$ cat config.mk
export PLATFORM = sky130hd
export DESIGN_NAME = avt_outstage
export DESIGN_NICKNAME = d
export VERILOG_FILES = /design/src/hdl/affine_vector_transform_core_assert.svh /design/src/hdl/avt_pkg.sv /design/src/hdl/avt_outstage.sv
export SDC_FILE = /design/constraint.sdc
export NUM_CORES = 1
export LEC_CHECK = 0
export ABC_CLOCK_PERIOD_IN_PS = 3500
export BUFFER_PORTS_ARGS = -buffer_cell sky130_fd_sc_hd__buf_2
export CAP_MARGIN = 25
export CORE_ASPECT_RATIO = 1.1
export CORE_MARGIN = 4
export CORE_UTILIZATION = 35
export DETAILED_ROUTE_END_ITERATION = 6
export GPL_TIMING_DRIVEN = 0
export HOLD_SLACK_MARGIN = 0.15
export PLACE_DENSITY_LB_ADDON = 0.12
export SLEW_MARGIN = 5
export SYNTH_ARGS = -nofsm -noshare
export SYNTH_HDL_FRONTEND = slang
export SYNTH_SLANG_ARGS = --single-unit
$ cat constraint.sdc
create_clock -name clk_i -period 3.5 [get_ports clk_i]
set_input_delay 0.35 -clock clk_i [delete_from_list [all_inputs] [get_ports clk_i]]
set_output_delay 0.35 -clock clk_i [all_outputs]
set_load 0.01 [all_outputs]
$ cat src/hdl/affine_vector_transform_core_assert.svh
// ---------------------------------------------------------------------------
// Assertion macros for the affine vector transform core
// Immediate-style wrappers around concurrent properties; compiled out when
// NO_ASSERTIONS is defined.
// ---------------------------------------------------------------------------
`ifndef AFFINE_VECTOR_TRANSFORM_CORE_ASSERT_SVH
`define AFFINE_VECTOR_TRANSFORM_CORE_ASSERT_SVH

`ifndef NO_ASSERTIONS

// antecedent implies consequent in the same cycle
`define AVT_ASSERT_NOW(lbl, ante, cons) \
  lbl: assert property (@(posedge clk_i) disable iff (!rst_ni) (ante) |-> (cons)) \
    else $error("assertion failed");

// antecedent implies consequent in the next cycle
`define AVT_ASSERT_NEXT(lbl, ante, cons) \
  lbl: assert property (@(posedge clk_i) disable iff (!rst_ni) (ante) |=> (cons)) \
    else $error("assertion failed");

`else

`define AVT_ASSERT_NOW(lbl, ante, cons)
`define AVT_ASSERT_NEXT(lbl, ante, cons)

`endif

`endif

$ cat src/hdl/avt_pkg.sv
// ---------------------------------------------------------------------------
// avt_pkg
// Shared types, widths and codes of the affine vector transform core.
// ---------------------------------------------------------------------------
package avt_pkg;

  localparam int DATA_W     = 24;  // Q16.8 vector component
  localparam int COEF_W     = 16;  // Q1.14 rotation element
  localparam int ROW_W      = 3 * COEF_W;
  localparam int VEC_W      = DATA_W + 1;         // after offset subtraction
  localparam int PROD_W     = VEC_W + COEF_W;     // vector times element
  localparam int SUM_W      = PROD_W + 2;         // three-term sum
  localparam int TP_W       = DATA_W + COEF_W;    // offset times element
  localparam int TS_W       = TP_W + 2;
  localparam int FRAC_SHIFT = 14;
  localparam int W_SHIFT    = 8;
  localparam int T_W        = TS_W - FRAC_SHIFT;  // unrotated offset
  localparam int QP_W       = VEC_W + T_W;        // normal times unrotated offset
  localparam int QS_W       = QP_W + 2;
  localparam int RS_W       = SUM_W - FRAC_SHIFT; // shifted rotation sum
  localparam int XYZ_W      = RS_W + 1;           // plus offset
  localparam int ND_W       = QS_W - W_SHIFT;
  localparam int WF_W       = ND_W + 1;           // plane distance before clamp

  localparam logic [DATA_W-1:0] SAT_MAX = 24'h7F_FFFF;
  localparam logic [DATA_W-1:0] SAT_MIN = 24'h80_0000;
  localparam logic [DATA_W-1:0] W_ONE   = 24'h00_0100;

  localparam logic [COEF_W-1:0] ONE_Q14  = 16'h4000;
  localparam logic [COEF_W-1:0] ZERO_Q14 = 16'h0000;

  typedef enum logic [2:0] {
    FUNC_ROTATE      = 3'd0,
    FUNC_UNROTATE    = 3'd1,
    FUNC_TRANSFORM   = 3'd2,
    FUNC_UNTRANSFORM = 3'd3,
    FUNC_PLANE       = 3'd4
  } func_e;

  typedef enum logic [2:0] {
    CFG_ROW_FRONT = 3'd0,
    CFG_ROW_UP    = 3'd1,
    CFG_ROW_RIGHT = 3'd2,
    CFG_OFFSET_X  = 3'd3,
    CFG_OFFSET_Y  = 3'd4,
    CFG_OFFSET_Z  = 3'd5
  } cfg_idx_e;

  typedef logic [2:0][ROW_W-1:0]  rows_t;
  typedef logic [2:0][DATA_W-1:0] vec3_t;
  typedef logic [2:0][T_W-1:0]    tvec_t;

  // operands after selection: vector (or vector minus offset) and matrix
  typedef struct packed {
    func_e                         func;
    logic [2:0][VEC_W-1:0]         vec;
    logic [2:0][2:0][COEF_W-1:0]   coef;
    logic [DATA_W-1:0]             w;
  } op_t;

  typedef struct packed {
    func_e                         func;
    logic [2:0][2:0][PROD_W-1:0]   p;
    logic [2:0][QP_W-1:0]          q;
    logic [DATA_W-1:0]             w;
  } prod_t;

  typedef struct packed {
    func_e                         func;
    logic [2:0][SUM_W-1:0]         s;
    logic [QS_W-1:0]               q;
    logic [DATA_W-1:0]             w;
  } sum_t;

endpackage

$ cat src/hdl/avt_outstage.sv
// ---------------------------------------------------------------------------
// avt_outstage
// Scale, add translation, form w, clamp to 24 bits and hold the result.
// ---------------------------------------------------------------------------
module avt_outstage import avt_pkg::*; (
  input  logic              clk_i,
  input  logic              rst_ni,
  input  logic              in_valid_i,
  output logic              in_ready_o,
  input  sum_t              sum_i,
  input  vec3_t             off_i,
  output logic              out_valid_o,
  input  logic              out_ready_i,
  output vec3_t             xyz_o,
  output logic [DATA_W-1:0] w_o,
  output logic              clip_o
);

  function automatic logic [DATA_W:0] sat_xyz(input logic signed [XYZ_W-1:0] v);
    logic [DATA_W:0] r;
    if (v > $signed(XYZ_W'($signed(SAT_MAX)))) begin
      r = {1'b1, SAT_MAX};
    end else if (v < $signed(XYZ_W'($signed(SAT_MIN)))) begin
      r = {1'b1, SAT_MIN};
    end else begin
      r = {1'b0, v[DATA_W-1:0]};
    end
    return r;
  endfunction

  function automatic logic [DATA_W:0] sat_w(input logic signed [WF_W-1:0] v);
    logic [DATA_W:0] r;
    if (v > $signed(WF_W'($signed(SAT_MAX)))) begin
      r = {1'b1, SAT_MAX};
    end else if (v < $signed(WF_W'($signed(SAT_MIN)))) begin
      r = {1'b1, SAT_MIN};
    end else begin
      r = {1'b0, v[DATA_W-1:0]};
    end
    return r;
  endfunction

  logic              valid_q;
  logic              ready;
  vec3_t             xyz_d;
  vec3_t             xyz_q;
  logic [DATA_W-1:0] w_d;
  logic [DATA_W-1:0] w_q;
  logic              clip_d;
  logic              clip_q;

  assign ready = !valid_q || out_ready_i;

  always_comb begin
    logic signed [SUM_W-1:0] st;
    logic signed [XYZ_W-1:0] full;
    logic signed [QS_W-1:0]  qs;
    logic signed [WF_W-1:0]  wfull;
    logic [DATA_W:0]         sr [3];
    logic [DATA_W:0]         wr;
    logic                    xyz_clip;

    for (int i = 0; i < 3; i++) begin
      st   = $signed(sum_i.s[i]) >>> FRAC_SHIFT;
      full = XYZ_W'($signed(st[RS_W-1:0]));
      if (sum_i.func == FUNC_TRANSFORM) begin
        full = full + XYZ_W'($signed(off_i[i]));
      end
      sr[i] = sat_xyz(full);
    end
    xyz_clip = sr[0][DATA_W] | sr[1][DATA_W] | sr[2][DATA_W];

    qs    = $signed(sum_i.q) >>> W_SHIFT;
    wfull = WF_W'($signed(sum_i.w)) - WF_W'($signed(qs[ND_W-1:0]));
    wr    = sat_w(wfull);

    xyz_d  = '0;
    w_d    = '0;
    clip_d = 1'b0;
    case (sum_i.func)
      FUNC_ROTATE, FUNC_UNROTATE, FUNC_UNTRANSFORM: begin
        for (int i = 0; i < 3; i++) xyz_d[i] = sr[i][DATA_W-1:0];
        clip_d = xyz_clip;
      end
      FUNC_TRANSFORM: begin
        for (int i = 0; i < 3; i++) xyz_d[i] = sr[i][DATA_W-1:0];
        w_d    = W_ONE;
        clip_d = xyz_clip;
      end
      FUNC_PLANE: begin
        for (int i = 0; i < 3; i++) xyz_d[i] = sr[i][DATA_W-1:0];
        w_d    = wr[DATA_W-1:0];
        clip_d = xyz_clip | wr[DATA_W];
      end
      default: begin
        // undefined codes give an all-zero result
        xyz_d  = '0;
        w_d    = '0;
        clip_d = 1'b0;
      end
    endcase
  end

  always_ff @(posedge clk_i or negedge rst_ni) begin
    if (!rst_ni) begin
      valid_q <= 1'b0;
    end else if (ready) begin
      valid_q <= in_valid_i;
    end
  end

  always_ff @(posedge clk_i) begin
    if (in_valid_i && ready) begin
      xyz_q  <= xyz_d;
      w_q    <= w_d;
      clip_q <= clip_d;
    end
  end

  assign in_ready_o  = ready;
  assign out_valid_o = valid_q;
  assign xyz_o       = xyz_q;
  assign w_o         = w_q;
  assign clip_o      = clip_q;

endmodule

; Word level (Yosys, flattened, before mapping)
; Index checks and enable logic that the tools add are counted.
[classes]
n_reduce_logical = 9
magnitude_cmp = 8
n_eq_ne = 4
n_mux = 13
n_addsub = 4
bitwise_logic = 4
[ops]
columns = cell, n
row1 = 2-to-1 mux 25 bit, 8
row2 = adder 29 x 24 -> 30 bit, 3
row3 = "> comparator 30 x 24 -> 1 bit, second input constant", 3
row4 = "< comparator 30 x 24 -> 1 bit, second input constant", 3
row5 = 2-to-1 mux 30 bit, 3
row6 = "> comparator 48 x 24 -> 1 bit, second input constant", 1
row7 = "< comparator 48 x 24 -> 1 bit, second input constant", 1
row8 = one-hot mux 24 bit (2 select lines), 1
row9 = subtractor 24 x 47 -> 48 bit, 1
row10 = "== test 3 x 2 -> 1 bit, second input constant", 2
row11 = OR reduction 2 bit, 3
row12 = OR reduction 5 bit, 1
row13 = OR reduction 4 bit, 1
row14 = "== test 3 x 1 -> 1 bit, second input constant", 1
row15 = "== test 3 bit, second input constant", 1
row16 = zero test 3 bit, 1
row17 = OR 1 bit, 3
row18 = one-hot mux 1 bit (2 select lines), 1
row19 = logical AND 1 bit, 1
row20 = zero test 1 bit, 1
row21 = logical OR 1 bit, 1
row22 = NOT 1 bit, 1
[word_totals]
out_inout_bits = 99
input_bits = 287
regBits = 98

; Depth between registers and ports, before layout
[depth]
word_depth = 9
ltp_mapped = 16
ltp_nobuf = 14

; Worst setup path before layout
; No wires, ideal clock.
[synth_path]
path_type = input -> register
startpoint = input port sum_i[72] (netlist bit)
endpoint = register clip_q, in the netlist clip_o (data pin)
t_required_ns = 3.241
setup_slack_ns = -0.907
setup_time_ns = 0.259
arrival_ns = 4.149
cell_stages = 14
path_buffers = 1
cell_sequence = inv_1 > ha_1 > buf_6 > a21o_1 > a21o_1 > a2111oi_4 > nor3_2 > mux2_4 > a311o_1 > or4_1 > or4b_1 > or4_4 > a311o_1 > o31a_1
[synth_between]
elab_chain_len = 6
word_cells_on_any_way = 7
cone_classes = add/sub: 1 / order compare: 2 / mux: 3 / bitwise: 1
[synth_rtl]
columns = element, line
row1 = "start, declared", avt_outstage.sv:10  ; input sum_t sum_i,
row2 = subtractor 24 x 47 -> 48 bit (*), avt_outstage.sv:74  ; wfull = WF_W'($signed(sum_i.w)) - WF_W'($signed(qs[ND_W-1:0]));
row3 = < comparator 48 x 24 -> 1 bit, avt_outstage.sv:35  ; end else if (v < $signed(WF_W'($signed(SAT_MIN)))) begin
row4 = 2-to-1 mux 25 bit, avt_outstage.sv:35
row5 = 2-to-1 mux 25 bit (*), avt_outstage.sv:33  ; if (v > $signed(WF_W'($signed(SAT_MAX)))) begin
row6 = OR 1 bit (*), avt_outstage.sv:93  ; clip_d = xyz_clip | wr[DATA_W];
row7 = one-hot mux 1 bit (2 select lines) (*), avt_outstage.sv:80  ; case (sum_i.func)
row8 = net clip_d, avt_outstage.sv:49  ; logic clip_d;
row9 = "end signal, assigned", avt_outstage.sv:116  ; clip_q <= clip_d;
row10 = "end, declared", avt_outstage.sv:50  ; logic clip_q;
; Mark *: on every way through the listed nets, which the timed path passes. The rest lies on a longest branch.
; A chain may end at the register's enable or synchronous reset.

; Worst setup path in the final report
[layout_path]
startpoint = input port sum_i[23] (netlist bit)
endpoint = register w_q[1], in the netlist w_o[1] (data pin)
[layout_between]
elab_chain_len = 5
word_cells_on_any_way = 6
cone_classes = add/sub: 1 / order compare: 2 / mux: 3
[layout_rtl]
columns = element, line
row1 = subtractor 24 x 47 -> 48 bit (*), avt_outstage.sv:74
row2 = < comparator 48 x 24 -> 1 bit, avt_outstage.sv:35
row3 = 2-to-1 mux 25 bit, avt_outstage.sv:35
row4 = 2-to-1 mux 25 bit (*), avt_outstage.sv:33
row5 = one-hot mux 24 bit (2 select lines) (*), avt_outstage.sv:80
row6 = net w_d[1], avt_outstage.sv:47  ; logic [DATA_W-1:0] w_d;
row7 = "end signal, assigned", avt_outstage.sv:115  ; w_q <= w_d;
row8 = "end, declared", avt_outstage.sv:48  ; logic [DATA_W-1:0] w_q;
; Marks and branches as above.

==> results by group <==
Run status
  • Status: complete, but fails checks
  • Failing checks: negative setup slack

Cells and area
  • Fill cells: 3719
  • Layout cell share with drive strength beyond 1: 28.5%
  • Layout Nets: 2498
  • Layout overhead on the synthesized area: 32.3%
  • Final core occ: 47.3%

Place
  • Placed wire-length estimate: 39700 µm
  • Routability congestion estimate: around 0.95
  • Number of buffers added on ports: 335

Synth
  • Synth top cells by count: a21oi_1, nand2_1, o21ai_0
  • Mapped cell area: approximately 13000 µm²
  • Mapped Nets: 2116
  • Flops & latches, synth: 98
  • Biggest area consumer among synthesized cells: edfxtp_1
  • Synth warnings: 0
  • Cell count after synthesis: 1691
  • Count leader, synth: a21oi_1
  • Post-synthesis sequential area ratio: 22.6%
  • Post-synth top area share: 22.4%
  • Post-synth EDFFs: 97
  • Ys async rst share: 1.02%
  • Syn_area_per_cell: 7.68 µm²
  • Ys flop type: edfxtp_1
  • Library cells used by synthesis: 80
  • Synth top area cells: edfxtp_1, ha_1, a21oi_1

Setup path
  • Largest fanout on the critical path: 6
  • CP Launch Type: input pin
  • Crit path DAT: 4.26 ns
  • Critical path type: in2reg
  • Worst Path Required: 3.74 ns
  • Worst Setup End Kind: register

Clock network
  • Clock tree from TritonCTS: done
  • Clock slew at reported path FFs: 0.07 ns
  • H-tree depth: 3
  • Number of buffers created by CTS: 9
  • Clk sinks: roughly 100
  • Clock Latency Late Sink: about 0.37 ns
  • Root buffer cell: clkbuf_16
  • Longest Clk Path Bufs: 2

STA
  • Setup TNS: -11.50 ns
  • Clock Skew: 0.00408 ns
  • Highest Clock Rate: 249 MHz
  • Final min period: 4.02 ns
  • Slew Limit Fails: 0
  • Final setup fails: 24
  • Worst-Margin Slew: 0.865 ns
  • Final WS setup: -0.523 ns
  • RSZ-0062 raised after global routing: yes
  • Part of the cycle the worst path needs: 115%
  • Slew margin rel.: a little over two fifths
  • Final hold vios: 0

Drt
  • Number of remaining DRC errors: 0
  • Antenna-violating nets left: 0
  • Initial DRT Pass Iterations: 5
  • Iteration-0 DRC count of the detailed router: about 900
  • Routed wire length: 50100 µm
  • Vias: 14600
  • Vias per std cell: 5.68
  • Wire length per cell: 19.5 µm

GRT
  • Met2 usage in global routing: a little over two fifths
  • Initial antenna violation count: 8
  • Gr usage total: 23.4%
  • Met1 Use GR: 28.0%
  • Vias in the first global route: 14200
  • Most Crowded Layer GR: met2
  • Largest net degree at the start of global routing: 53
  • First-pass GRT wire length: 75400 µm
  • Met3 layer usage reported by global route: 3.43%
  • Total gr overflow: 0

Hold path
  • HP Class: in2reg

Flow run
  • Max_cap viols: 0

Power and ir drop
  • Peak supply drop: 0.191 mV
  • Cell Pwr Density: 287 nW/µm²
  • Total Power: 4930 µW
  • Pleak: about 0.0074 µW

Floorplan
  • Core footprint: about 36000 µm²
  • Row count: 73
  • Initial Utilization: 35.7%
  • Die Y: around 210 µm
  • Die W: 192 µm
  • Full die area: between 40000 and 50000 µm²
  • IO Pins: 386
## area by class of cell
class	count	area, µm²	area share, %
multi-input cells	1421	10400	60.3
flip-flops and latches	98	2940	17.1
repair buffers	397	2320	13.5
well taps	487	609	3.55
inverters	88	343	2.00
plain buffers	58	332	1.93
clock buffers	10	229	1.33
clock inverters	6	35.0	0.204
diodes	7	17.5	0.102
## per-stage QoR
| step | hold slack [ns] | setup slack [ns] | area [µm²] | cells |
|---|---|---|---|---|
| floorplan | 0.0544 | -0.672 | 13200 | 1691 |
| global placement | 0.124 | -1.74 | 15500 | 2513 |
| detailed placement | 0.129 | -1.68 | 15500 | 2515 |
| CTS | 0.175 | -0.477 | 16700 | 2549 |
| global route | 0.192 | -0.604 | 17200 | 2567 |
| finish | 0.191 | -0.523 | 17200 | 2572 |
## where the power goes
group	total [µW]	switching (µW)	leakage [µW]	internal, µW
Combinational	2540	1460	0.00629	1080
Sequential	1430	24.3	0.000956	1410
Clock	954	477	0.000128	477
## path summary, 6_finish.rpt
path | from | cells after the start | end | slack [ns]
worst max-delay path | sum_i[23] | 14 | w_o[1] | -0.52
worst min-delay path | in_valid_i | 2 | out_valid_o | 0.19
worst max register to register | out_valid_o | 3 | clip_o | 1.73
worst min register to register | out_valid_o | 2 | out_valid_o | 0.54
max in group asynchronous | rst_ni | 2 | out_valid_o | 3.12
min in group asynchronous | rst_ni | 2 | out_valid_o | 0.29
## flip-flops by register name, summed over array words and instances, names as in the netlist
| register | count |
|---|---|
| out_valid_o | 1 |
| xyz_o | 72 |
| w_o | 24 |
| clip_o | 1 |
## cells by family (layout without fill, tap and decap cells)
logic type      Yosys count  after routing  share of synthesized area (%)
xor+xnor                 88             88                           5.93
buf+inv                 172            559                           5.09
mux                      16             16                           1.27
fa+ha+maj               138            138                           13.5
other cells               0              7                              0
flops                    98             98                           22.6
compound gates          639            639                           30.8
simple gates            540            540                           20.7
## layer usage
layer,up-vias,wire length (µm)
met4,10,1710
met2,472,25000
met3,114,2730
met1,6895,20600
met5,-,65
li1,7119,-
## repair_timing
item / 4_1_cts / 5_1_grt
setup endpoints to repair: 93 / 90
hold buffers: 1 / 0
endpoints found under the hold margin: 1 / 0
cloned: 4 / 0
gates resized for setup: 162 / 99
buffers inserted: 36 / 19
pin swaps: 43 / 27
## cell usage in the layout (no fill, tap or decap), types with 12 or more instances in the layout
cell / instances
buf_2: 326
a21oi_1: 193
nand2_1: 172
o21ai_0: 132
nor2_1: 109
edfxtp_1: 97
ha_1: 93
inv_1: 73
a21o_1: 61
xnor2_1: 54
buf_4: 54
nand4_1: 41
ha_4: 36
clkbuf_1: 34
xor2_1: 33
nand3_1: 26
a31oi_1: 25
nor3_1: 24
a211oi_1: 23
nand2b_1: 22
o211ai_1: 22
or3_1: 20
and3_1: 19
o22ai_1: 19
o21a_1: 18
buf_6: 16
mux2i_1: 15
and2_1: 14
inv_2: 12
o21ai_2: 12
nor2b_1: 12
o21bai_1: 12
## worst max-delay path: stages
cell and delay (ns):
buf_16 0.13, ha_1 0.33, and4_1 0.23, and3_1 0.19, a221oi_2 0.24, and4bb_2 0.34
nor2_1 0.07, a311o_1 0.29, or4_4 0.47, or4b_4 0.53, or4_4 0.46, a21oi_4 0.30
buf_6 0.17, a21boi_2 0.15
(Power assumes the default switching activity.)
