### src/hdl/affine_vector_transform_core_assert.svh
// ---------------------------------------------------------------------------
// Assertion macros for the affine vector transform core
// Immediate-style wrappers around concurrent properties; compiled out when
// NO_ASSERTIONS is defined.
// ---------------------------------------------------------------------------
`ifndef AFFINE_VECTOR_TRANSFORM_CORE_ASSERT_SVH
`define AFFINE_VECTOR_TRANSFORM_CORE_ASSERT_SVH

`ifndef NO_ASSERTIONS

// antecedent implies consequent in the same cycle
`define AVT_ASSERT_NOW(lbl, ante, cons) \
  lbl: assert property (@(posedge clk_i) disable iff (!rst_ni) (ante) |-> (cons)) \
    else $error("assertion failed");

// antecedent implies consequent in the next cycle
`define AVT_ASSERT_NEXT(lbl, ante, cons) \
  lbl: assert property (@(posedge clk_i) disable iff (!rst_ni) (ante) |=> (cons)) \
    else $error("assertion failed");

`else

`define AVT_ASSERT_NOW(lbl, ante, cons)
`define AVT_ASSERT_NEXT(lbl, ante, cons)

`endif

`endif

### src/hdl/avt_pkg.sv
// ---------------------------------------------------------------------------
// avt_pkg
// Shared types, widths and codes of the affine vector transform core.
// ---------------------------------------------------------------------------
package avt_pkg;

  localparam int DATA_W     = 24;  // Q16.8 vector component
  localparam int COEF_W     = 16;  // Q1.14 rotation element
  localparam int ROW_W      = 3 * COEF_W;
  localparam int VEC_W      = DATA_W + 1;         // after offset subtraction
  localparam int PROD_W     = VEC_W + COEF_W;     // vector times element
  localparam int SUM_W      = PROD_W + 2;         // three-term sum
  localparam int TP_W       = DATA_W + COEF_W;    // offset times element
  localparam int TS_W       = TP_W + 2;
  localparam int FRAC_SHIFT = 14;
  localparam int W_SHIFT    = 8;
  localparam int T_W        = TS_W - FRAC_SHIFT;  // unrotated offset
  localparam int QP_W       = VEC_W + T_W;        // normal times unrotated offset
  localparam int QS_W       = QP_W + 2;
  localparam int RS_W       = SUM_W - FRAC_SHIFT; // shifted rotation sum
  localparam int XYZ_W      = RS_W + 1;           // plus offset
  localparam int ND_W       = QS_W - W_SHIFT;
  localparam int WF_W       = ND_W + 1;           // plane distance before clamp

  localparam logic [DATA_W-1:0] SAT_MAX = 24'h7F_FFFF;
  localparam logic [DATA_W-1:0] SAT_MIN = 24'h80_0000;
  localparam logic [DATA_W-1:0] W_ONE   = 24'h00_0100;

  localparam logic [COEF_W-1:0] ONE_Q14  = 16'h4000;
  localparam logic [COEF_W-1:0] ZERO_Q14 = 16'h0000;

  typedef enum logic [2:0] {
    FUNC_ROTATE      = 3'd0,
    FUNC_UNROTATE    = 3'd1,
    FUNC_TRANSFORM   = 3'd2,
    FUNC_UNTRANSFORM = 3'd3,
    FUNC_PLANE       = 3'd4
  } func_e;

  typedef enum logic [2:0] {
    CFG_ROW_FRONT = 3'd0,
    CFG_ROW_UP    = 3'd1,
    CFG_ROW_RIGHT = 3'd2,
    CFG_OFFSET_X  = 3'd3,
    CFG_OFFSET_Y  = 3'd4,
    CFG_OFFSET_Z  = 3'd5
  } cfg_idx_e;

  typedef logic [2:0][ROW_W-1:0]  rows_t;
  typedef logic [2:0][DATA_W-1:0] vec3_t;
  typedef logic [2:0][T_W-1:0]    tvec_t;

  // operands after selection: vector (or vector minus offset) and matrix
  typedef struct packed {
    func_e                         func;
    logic [2:0][VEC_W-1:0]         vec;
    logic [2:0][2:0][COEF_W-1:0]   coef;
    logic [DATA_W-1:0]             w;
  } op_t;

  typedef struct packed {
    func_e                         func;
    logic [2:0][2:0][PROD_W-1:0]   p;
    logic [2:0][QP_W-1:0]          q;
    logic [DATA_W-1:0]             w;
  } prod_t;

  typedef struct packed {
    func_e                         func;
    logic [2:0][SUM_W-1:0]         s;
    logic [QS_W-1:0]               q;
    logic [DATA_W-1:0]             w;
  } sum_t;

endpackage

### src/hdl/avt_opsel.sv
// ---------------------------------------------------------------------------
// avt_opsel
// First stage: subtract the offset for untransform, pick row or column form.
// ---------------------------------------------------------------------------
module avt_opsel import avt_pkg::*; (
  input  logic              clk_i,
  input  logic              rst_ni,
  input  logic              in_valid_i,
  output logic              in_ready_o,
  input  func_e             func_i,
  input  vec3_t             vec_i,
  input  logic [DATA_W-1:0] w_i,
  input  rows_t             row_i,
  input  vec3_t             off_i,
  output logic              out_valid_o,
  input  logic              out_ready_i,
  output op_t               op_o
);

  logic valid_q;
  logic ready;
  logic trans;
  op_t  op_d;
  op_t  op_q;

  assign ready = !valid_q || out_ready_i;

  // unrotate forms dot with rows, rotate forms sum columns
  assign trans = (func_i == FUNC_UNROTATE) || (func_i == FUNC_UNTRANSFORM);

  always_comb begin
    op_d      = '0;
    op_d.func = func_i;
    op_d.w    = w_i;
    for (int j = 0; j < 3; j++) begin
      if (func_i == FUNC_UNTRANSFORM) begin
        op_d.vec[j] = VEC_W'($signed(vec_i[j])) - VEC_W'($signed(off_i[j]));
      end else begin
        op_d.vec[j] = VEC_W'($signed(vec_i[j]));
      end
    end
    for (int i = 0; i < 3; i++) begin
      for (int j = 0; j < 3; j++) begin
        if (trans) begin
          op_d.coef[i][j] = row_i[i][COEF_W*j +: COEF_W];
        end else begin
          op_d.coef[i][j] = row_i[j][COEF_W*i +: COEF_W];
        end
      end
    end
  end

  always_ff @(posedge clk_i or negedge rst_ni) begin
    if (!rst_ni) begin
      valid_q <= 1'b0;
    end else if (ready) begin
      valid_q <= in_valid_i;
    end
  end

  always_ff @(posedge clk_i) begin
    if (in_valid_i && ready) begin
      op_q <= op_d;
    end
  end

  assign in_ready_o  = ready;
  assign out_valid_o = valid_q;
  assign op_o        = op_q;

endmodule

### config.mk
export PLATFORM = sky130hd
export DESIGN_NAME = avt_opsel
export DESIGN_NICKNAME = d
export VERILOG_FILES = /design/src/hdl/affine_vector_transform_core_assert.svh /design/src/hdl/avt_pkg.sv /design/src/hdl/avt_opsel.sv
export SDC_FILE = /design/constraint.sdc
export NUM_CORES = 1
export LEC_CHECK = 0
export BUFFER_PORTS_ARGS = -buffer_cell sky130_fd_sc_hd__buf_4
export CAP_MARGIN = 25
export CORE_AREA = 2 2 219 221
export CTS_BUF_LIST = sky130_fd_sc_hd__clkbuf_8 sky130_fd_sc_hd__clkbuf_16
export CTS_CLUSTER_SIZE = 20
export DETAILED_ROUTE_END_ITERATION = 12
export DIE_AREA = 0 0 221 223
export PLACE_DENSITY_LB_ADDON = 0.25
export RECOVER_POWER = 25
export SYNTH_ARGS = -nofsm -noshare
export SYNTH_HDL_FRONTEND = slang
export SYNTH_SLANG_ARGS = --single-unit
export TNS_END_PERCENT = 100
### constraint.sdc
create_clock -name clk_i -period 6.6 [get_ports clk_i]
set_input_delay 1.32 -clock clk_i [delete_from_list [all_inputs] [get_ports clk_i]]
set_output_delay 1.32 -clock clk_i [all_outputs]
set_load 0.05 [all_outputs]
# [Yosys cells after proc, flatten, opt, wreduce, memory -nomap -nowiden]
# Cells that the tools add are included.
[word_totals] reg_bits=247 inputBits=319 word_cells=33
[op_classes] add_sub_neg=3 eq_ne=2 n_mux=9 n_reduce_logical=4
[ops] op="$mux 16" count=6
[ops] op="$mux 25" count=3
[ops] op="$sub 24x24->25" count=3
[ops] op="$eq 3x1->1 const B" count=1
[ops] op="$eq 3x2->1 const B" count=1
[ops] op="$logic_or 1x1->1" count=2
[ops] op="$logic_and 1x1->1" count=1
[ops] op="$logic_not 1->1" count=1

# [Logic depth before layout (Yosys ltp)]
# Gate-level depths: netlist of the first run.
[logic_depth] word_depth=3 ltp_mapped=10

# [Worst setup path after synthesis of the first run]
# No wires, ideal clock.
[synth_timing] path_kind="input to register" start="input port out_ready_i" end="register op_q, in the netlist op_o[0] (enable)" setup_time_ps=637 t_arrival_ps=7434 path_slack_ps=-1471 cell_stages=2 path_cell_list="nand2b_1 > and2_1"
[synth_between] elab_chain_cells=2
[synth_rtl] item="start: declaration" line="avt_opsel.sv:16" rtl="input logic out_ready_i,"
[synth_rtl] item="$logic_or 1x1->1" line="avt_opsel.sv:26" rtl="assign ready = !valid_q || out_ready_i;"
[synth_rtl] item="$logic_and 1x1->1" line="avt_opsel.sv:62" rtl="if (in_valid_i && ready) begin"
[synth_rtl] item="end signal: assignment" line="avt_opsel.sv:63" rtl="op_q <= op_d;"
[synth_rtl] item="end: declaration" line="avt_opsel.sv:24" rtl="op_t op_q;"
# Every way passes these cells.
# A chain may end at the register's enable or synchronous reset.

==> results.toml, run 1 <==
[clocking]
worstSkewPairLatency_ns = 0.58
cts_tree = "yes"
post_cts_resized = 0
holdBufCountCts = 0
numCtsBuffers = 30
clockBufferDepth = 3
clk_pin_slew_ns = 0.06
cts_max_level = 1
post_cts_buffers = 0
clock-sinks = 247
cts-root-buf = "clkbuf_16"

[timing]
worstMarginPinSlew_ns = 2.898
finalCritPeriodShare_pct = 67.77
hold_slack_ns = 0.5388
fin_setup_tns_ns = 0
maxSlewHeadroom_pct = -93.33
finalSetupViolCount = 0
final_hold_viol_count = 0
maxSlewViolCount = 75
rsz0062_at_grt = "false"
max_freq_ghz = 0.2236
min_period_ns = 4.473
final.setup_skew_ns = 0.02013

[logic_synthesis]
syn_inst = 1162
ys_ff_latch = 247
yosysWarnings = 0
synth_top_cell_by_area = "edfxtp_1"
seq_area_frac_synth_pct = 54.48
synth_area_leaders = "edfxtp_1, mux2_2, ha_1, nand2_1, inv_1"
synth_fp_nets = 1556
ys.flop_type = "edfxtp_1"
syn_area_um2 = 13600
synth_edf_count = 246
async_flop_share_pct = 0.4049
ys_types = 73
yosys.area.top_type_share_pct = 54.30
syn_avg_cell_area_um2 = 11.71

[critical_path]
crit_arrival_ns = 4.89
crit_type = "in -> reg"
cp_max_fo = 82
endpoint_kind = "flip-flop"
worstSetupStartpointType = "input port"
cp.required_ns = 7.02

[layout]
n_fill_cell = 4614
nets = 2108
syn2layout_area_growth_pct = 41.39
layout-drive-gt1-share_pct = 39.55
final_cell_area_um2 = 19230

[global_routing]
grt_start_max_net_pins = 154
overflow = 0
antenna_found_initial = 2
first_global_vias = 11130
grtUsageTotal_pct = 17.95
grt_pass1_wl_um = 68460

[die]
io_pins = 567
die_area_um2 = 49280
row_count = 80
die_w_um = 221
core_area_um2 = 47150
chipHeight_um = 223
start_util_pct = 28.86

[power_and_ir_drop]
p_seq_share_pct = 40.3
vdd_drop_max_v = 0.0001907
power.density_nw_per_um2 = 243.3
p_leak_nw = 8.286
pwr-share-comb_pct = 25.6
fin_total_pwr_mw = 4.680
switching_share_pct = 31.60
clock_power_share_pct = 34.1
switchingPower_mw = 1.479
p_int_mw = 3.201

[routing]
dr.pass1.iters = 5
drtAntennaViolNets = 0
wl_um = 46810
via_count = 11270
wire_per_inst_um = 19.90
drc = 0
via_per_inst = 4.791
drtIter0Drc = 697

[run_status]
violations = "max-capacitance violations, max-slew violations"
status = "complete, but fails checks"

[hold_path]
hold_path.class = "in -> async"

[placement]
placed_cell_area_um2 = 18460
hpwl_um = 37100
portBuffers = 566
globalplace.congestion = 0.8325

[run]
max_cap_viol_count = 2
[logic make-up after synthesis]
family | after synthesis | synth area share [%]
multiplexers | 100 | 8.250
flip-flops | 247 | 54.48
buffers and inverters | 143 | 4.249
AO/OA/AOI/OAI | 289 | 13.92
AND/OR/NAND/NOR | 263 | 9.133
XOR/XNOR | 45 | 2.897
adder cells (fa/ha/maj) | 75 | 7.063
[critical path, cell delays in order]
cell and delay [ns]:
clkbuf_4 0.10, nor2b_2 0.11, clkbuf_1 1.33, nand2_4 0.83
buf_4 0.59, a311o_1 0.41, o211ai_1 0.10
[final cells by class]
cell class	count	area (µm²)	area share (%)
clock buffer	30	750.7	3.903
inverter	92	345.3	1.795
timing repair buffer	571	4138	21.51
clock inverter	25	195.2	1.015
antenna	1	2.502	0.01301
tap	615	769.5	4.001
multi-input combinational	772	5622	29.23
sequential	247	7412	38.54
[path summary, 6_finish.rpt]
| kind | slack, ns | startpoint | end | cells after the start |
|---|---|---|---|---|
| max | 2.13 | func_i[0] | op_o[189] | 7 |
| min | 0.54 | rst_ni | out_valid_o | 1 |
| max reg2reg | 2.62 | out_valid_o | op_o[196] | 3 |
| min reg2reg | 0.56 | out_valid_o | out_valid_o | 2 |
| max in group asynchronous | 5.91 | rst_ni | out_valid_o | 1 |
| min in group clk_i | 0.56 | out_valid_o | out_valid_o | 2 |
[power groups by stage]
stage / Sequential [mW] / Combinational (mW) / Clock (mW)
5_1_grt: 1.89 / 1.29 / 1.72
2_1_floorplan: 2.25 / 0.446 / 0
6_report: 1.88 / 1.20 / 1.60
4_1_cts: 1.89 / 1.22 / 1.66
3_3_place_gp: 1.91 / 1.21 / 0
3_5_place_dp: 1.92 / 1.22 / 0
[registers in the layout, summed over array words and instances (netlist names)]
signal       cells
op_o           246
out_valid_o      1
[layer usage]
layer,global-route usage (%),wire (µm)
met3,5.531,3850
met4,3.486,784
met2,31.95,23660
met1,21.36,18520
met5,0,0
[through the flow]
stage | cells | utilization, % | setup slack, ns
6_report | 2353 | 40.80 | 2.127
5_1_grt | 2353 | 40.80 | 1.780
4_1_cts | 2352 | 41.15 | 3.173
3_5_place_dp | 2297 | 39.15 | 2.570
3_3_place_gp | 2297 | 39.15 | 2.663
2_1_floorplan | 1162 | - | 1.245
[layout by cell type, fill, tap and decap left out, types with 43 or more instances in the layout]
cell type and count:
inv_1 98, edfxtp_1 246, nand2_1 108, mux2_2 97, clkbuf_4 74, o21ai_0 44
clkbuf_1 43, ha_1 72, a21oi_1 61, buf_4 453
[Yosys cell counts, types with 25 or more instances]
library cell  number
edfxtp_1         246
nand2_1          108
mux2_2            97
inv_1             92
ha_1              72
a21oi_1           61
o21ai_0           44
o21ai_1           42
clkbuf_1          41
nor2_1            38
a21o_1            32
nand3_1           27
xor2_1            25
Note: power is estimated with default switching activity, not from simulation.
==> run 2, diff against run 1 <==
Clock period 6.6 ns to 4.3 ns, I/O delays scaled along.
==> run 2 against run 1 <==
Compared with the run above: the run still ends with max-capacitance violations, max-slew violations left; final area increased by 1.3%; combinational power increased by 57%; non-clock buffer count grew 10; clock skew fell by 0.0053 ns; critical path depth fell by 3.
==> results.toml, run 2 (same netlist as run 1, synthesis figures left out) <==
[routing]
drtAntennaViolNets = 0
drc = 0
drtIter0Drc = 576
wl_um = 46210
via_count = 11370
via_per_inst = 4.822
dr.pass1.iters = 7
wire_per_inst_um = 19.60

[timing]
worstMarginPinSlew_ns = 2.484
fin_setup_tns_ns = 0
final_hold_viol_count = 0
maxSlewViolCount = 97
rsz0062_at_grt = "false"
finalCritPeriodShare_pct = 77.40
max_freq_ghz = 0.3005
final.setup_skew_ns = 0.01488
finalSetupViolCount = 0
maxSlewHeadroom_pct = -65.63
min_period_ns = 3.328

[layout]
layout-drive-gt1-share_pct = 41.99
layout_commonest_cell = "buf_4"
layout.cells.non_filler = 2358
n_fill_cell = 4543
syn2layout_area_growth_pct = 43.18
largest_reg_flops = 246
final_cell_area_um2 = 19480
layout_common_cells = "buf_4, edfxtp_1, nand2_1"
final_util_pct = 41.32
nets = 2117

[die]
start_util_pct = 28.86
chipHeight_um = 223
core_area_um2 = 47150
row_count = 80
die_area_um2 = 49280
die_w_um = 221
io_pins = 567

[clocking]
post_cts_resized = 0
worstSkewPairLatency_ns = 0.56
cts-root-buf = "clkbuf_16"
clk_pin_slew_ns = 0.06
numCtsBuffers = 29
clock-sinks = 247
holdBufCountCts = 0
clockBufferDepth = 3
cts_max_level = 1
post_cts_buffers = 0
cts_tree = "yes"

[placement]
placed_cell_area_um2 = 18570
globalplace.congestion = 0.8884
hpwl_um = 37090
dp_cells = 2307
portBuffers = 566

[critical_path]
cpMaxStageDelayCell = "clkbuf_2"
worstSetupStartpointType = "input port"
crit_arrival_ns = 3.62
cp.required_ns = 4.60
crit_type = "in -> reg"
endpoint_kind = "flip-flop"
cp_max_fo = 96
path_cells = "clkbuf_1 -> nor2b_4 -> clkbuf_2 -> mux2_2"
r2r_start = "out_valid_o"
startpoint = "func_i[0]"
cpPeakStageDelay_ns = 1.73

[power_and_ir_drop]
vdd_drop_max_v = 0.0002862
p_leak_nw = 8.480
power.density_nw_per_um2 = 373.0

[global_routing]
grt_pass1_wl_um = 68540
antenna_found_initial = 6
overflow = 0
grtUsageTotal_pct = 17.96
first_global_vias = 11320
grt_start_max_net_pins = 97

[run_status]
violations = "max-capacitance violations, max-slew violations"
status = "complete, but fails checks"

[run]
max_cap_viol_count = 1

[hold_path]
hold_path.class = "in -> async"
## run 2: changes by cell type in the layout (fill, tap and decap cells not counted), sizes merged
cell,before,now
buf,454,504
clkbuf,147,106
bufinv,2,5
clkinv,13,10
inv,99,96
clkinvlp,3,1
diode,1,2
## run 2: where the power goes
group          internal (mW)  switching [mW]  total [mW]
sequential              2.84          0.0452        2.89
clock                   1.51           0.988        2.50
combinational          0.710            1.17        1.88
## run 2: final timing paths
path                               end  slack, ns  cells past startpoint
min in group clk_i            op_o[29]       0.50                      1
hold / removal             out_valid_o       0.09                      1
hold reg to reg            out_valid_o       0.56                      2
setup reg to reg              op_o[86]       2.27                      3
max in group asynchronous  out_valid_o       4.13                      1
setup / recovery             op_o[142]       0.97                      4
## run 2: critical path: cells and delay by family
family | cells | cell delay [ns]
buffers and inverters | 2 | 1.84
muxes | 1 | 0.48
and+or+nand+nor | 1 | 0.28
## run 2: final cells by class
type                       count  area [µm²]  area share, %
tap                          615       769.5          3.950
clock inverter                20       221.5          1.137
inverter                      92       345.3          1.773
timing repair buffer         581        4370          22.44
sequential                   247        7412          38.05
antenna                        2       5.005        0.02569
clock buffer                  29       725.7          3.726
multi-input combinational    772        5629          28.90
## run 2: per-layer routing
layer  GRT usage, %  vias to the layer above  part of all wire (%)
li1               -                     5464                     -
met1          21.04                     5422                    39
met2          31.68                      419                    50
met5              0                        -                 0.030
met3          5.821                       64                   8.6
met4          4.481                        2                   2.1
## run 2: stage by stage
stage	hold WS, ns	power, mW	setup WS (ns)
after global placement	0.5319	4.802	0.8384
after floorplan	0.5644	4.132	0.7113
final	0.08672	7.266	0.9720
after detailed placement	0.5540	4.816	0.7733
after global routing	0.05234	7.589	0.8265
after CTS	0.03298	7.354	1.371
==> run 3, diff against run 2 <==
Clock period 4.3 ns to 2.77 ns, I/O delays scaled along.
==> run 3 against run 2 <==
Compared with the run above: the run now ends clean; power increased by 59%; clock power increased by 62%; critical path type unchanged; final cell count increased by 3.3%; routed wire length increased by 2.1%; count of clock-buffer cells in the layout increased by 2; largest power group unchanged; final area increased by 3.0%; sequential share of layout area decreased by 1.1 points; largest cell class unchanged.
==> results.toml, run 3 (same netlist as run 1, synthesis figures left out) <==
[clocking]
post_cts_buffers = 0
clockBufferDepth = 3
cts_max_level = 1
clock-sinks = 247
post_cts_resized = 0
cts_tree = "yes"
worstSkewPairLatency_ns = 0.57
holdBufCountCts = 1
cts-root-buf = "clkbuf_16"
clk_pin_slew_ns = 0.06
numCtsBuffers = 30

[placement]
portBuffers = 566
dp_cells = 2371
hpwl_um = 37970
place_ws_ns = -0.2711
globalplace.congestion = 0.8720

[global_routing]
first_global_vias = 11670
grt_pass1_wl_um = 69810
antenna_found_initial = 8
grtUsageTotal_pct = 18.28
overflow = 0
grt_start_max_net_pins = 97

[routing]
via_per_inst = 4.793
wire_per_inst_um = 19.39
drtIter0Drc = 561
dr.pass1.iters = 5
via_count = 11670
drtAntennaViolNets = 0
drc = 0
wl_um = 47200

[timing]
fin_setup_tns_ns = 0
finalSetupViolCount = 0
min_period_ns = 2.473
final_hold_viol_count = 0
max_freq_ghz = 0.4044
finalCritPeriodShare_pct = 89.28
maxSlewHeadroom_pct = 2.094
final.setup_skew_ns = 0.01842
worstMarginPinSlew_ns = 1.465
setup_ws_ns = 0.2969
maxSlewViolCount = 0
rsz0062_at_grt = "false"

[critical_path]
path_cells = "buf_4 -> inv_1 -> ha_1 -> fa_2 -> nand2b_4 -> a21oi_4 -> o211ai_2 -> a2111o_1 -> a211oi_2 -> o211ai_1 -> a22o_1"
cpPeakStageDelay_ns = 0.46
crit_arrival_ns = 2.78
cpMaxStageDelayCell = "a2111o_1"
path_buf_inv = 2
cp.required_ns = 3.08
endpoint_kind = "flip-flop"
cp_max_fo = 3
crit_type = "in -> reg"
worstSetupStartpointType = "input port"
crit_family = "compound AO/OA/AOI/OAI gates"

[layout]
n_fill_cell = 4554
largest_reg_flops = 246
layout_commonest_cell = "buf_4"
syn2layout_area_growth_pct = 47.49
nets = 2183
layout.cells.non_filler = 2435
layout-drive-gt1-share_pct = 44.18
layout_common_cells = "buf_4, edfxtp_1, nand2_1"

[run]
max_cap_viol_count = 0

[die]
start_util_pct = 28.86
row_count = 80
chipHeight_um = 223
io_pins = 567
core_area_um2 = 47150
die_w_um = 221
die_area_um2 = 49280

[power_and_ir_drop]
p_leak_nw = 8.845
vdd_drop_max_v = 0.0004297
power.density_nw_per_um2 = 574.8

[run_status]
status = "finished clean"

[hold_path]
hold_path.class = "in -> reg"
-- run 3: cell types whose count changed in the layout (fill, tap and decap cells not counted), sizes merged --
cell and change:
buf +61, clkbuf +5, diode +5, inv +4, clkinv +3, bufinv -1, clkinvlp -1, dlygate4sd3 +1
-- run 3: area by class of cell --
type,count,area (µm²),share of cell area (%)
Clock buffer,31,775.7,3.866
Multi-Input combinational cell,772,5637,28.09
Antenna cell,7,17.52,0.08730
Tap cell,615,769.5,3.835
Clock inverter,25,226.5,1.129
Sequential cell,247,7413,36.95
Timing Repair Buffer,646,4881,24.32
Inverter,92,345.3,1.721
-- run 3: routing by layer --
metal / GRT usage [%] / share of wire [%] / vias to the layer above
met2: 31.93 / 51 / 399
li1: - / - / 5590
met4: 5.780 / 2.0 / 2
met3: 6.348 / 9.2 / 65
met1: 20.94 / 38 / 5616
met5: 0 / 0.028 / -
-- run 3: metrics by stage --
| step | util [%] | area [µm²] | power (mW) | hold WS (ns) |
|---|---|---|---|---|
| 6_report | 42.56 | 20070 | 11.53 | 0.1790 |
| 3_5_place_dp | 40.51 | 19100 | 7.589 | 0.3361 |
| 5_1_grt | 42.56 | 20060 | 12.03 | 0.1359 |
| 2_1_floorplan | - | 13630 | 6.421 | 0.2584 |
| 3_3_place_gp | 40.51 | 19100 | 7.562 | 0.3409 |
| 4_1_cts | 42.66 | 20110 | 11.71 | 0.1067 |
-- run 3: path summary, 6_finish.rpt --
kind,to,start,cells past startpoint,slack (ns)
max,op_o[242],vec_i[48],11,0.30
min reg2reg,out_valid_o,out_valid_o,2,0.57
min,op_o[89],row_i[65],1,0.18
max in group asynchronous,out_valid_o,rst_ni,2,2.35
max reg2reg,op_o[204],out_valid_o,3,0.36
min in group asynchronous,out_valid_o,rst_ni,2,0.32
-- run 3: power breakdown --
group | leakage, nW | switching, mW | internal [mW]
Clock | 0.519 | 1.65 | 2.39
Sequential | 2.36 | 0.0712 | 4.41
Combinational | 5.97 | 1.82 | 1.19
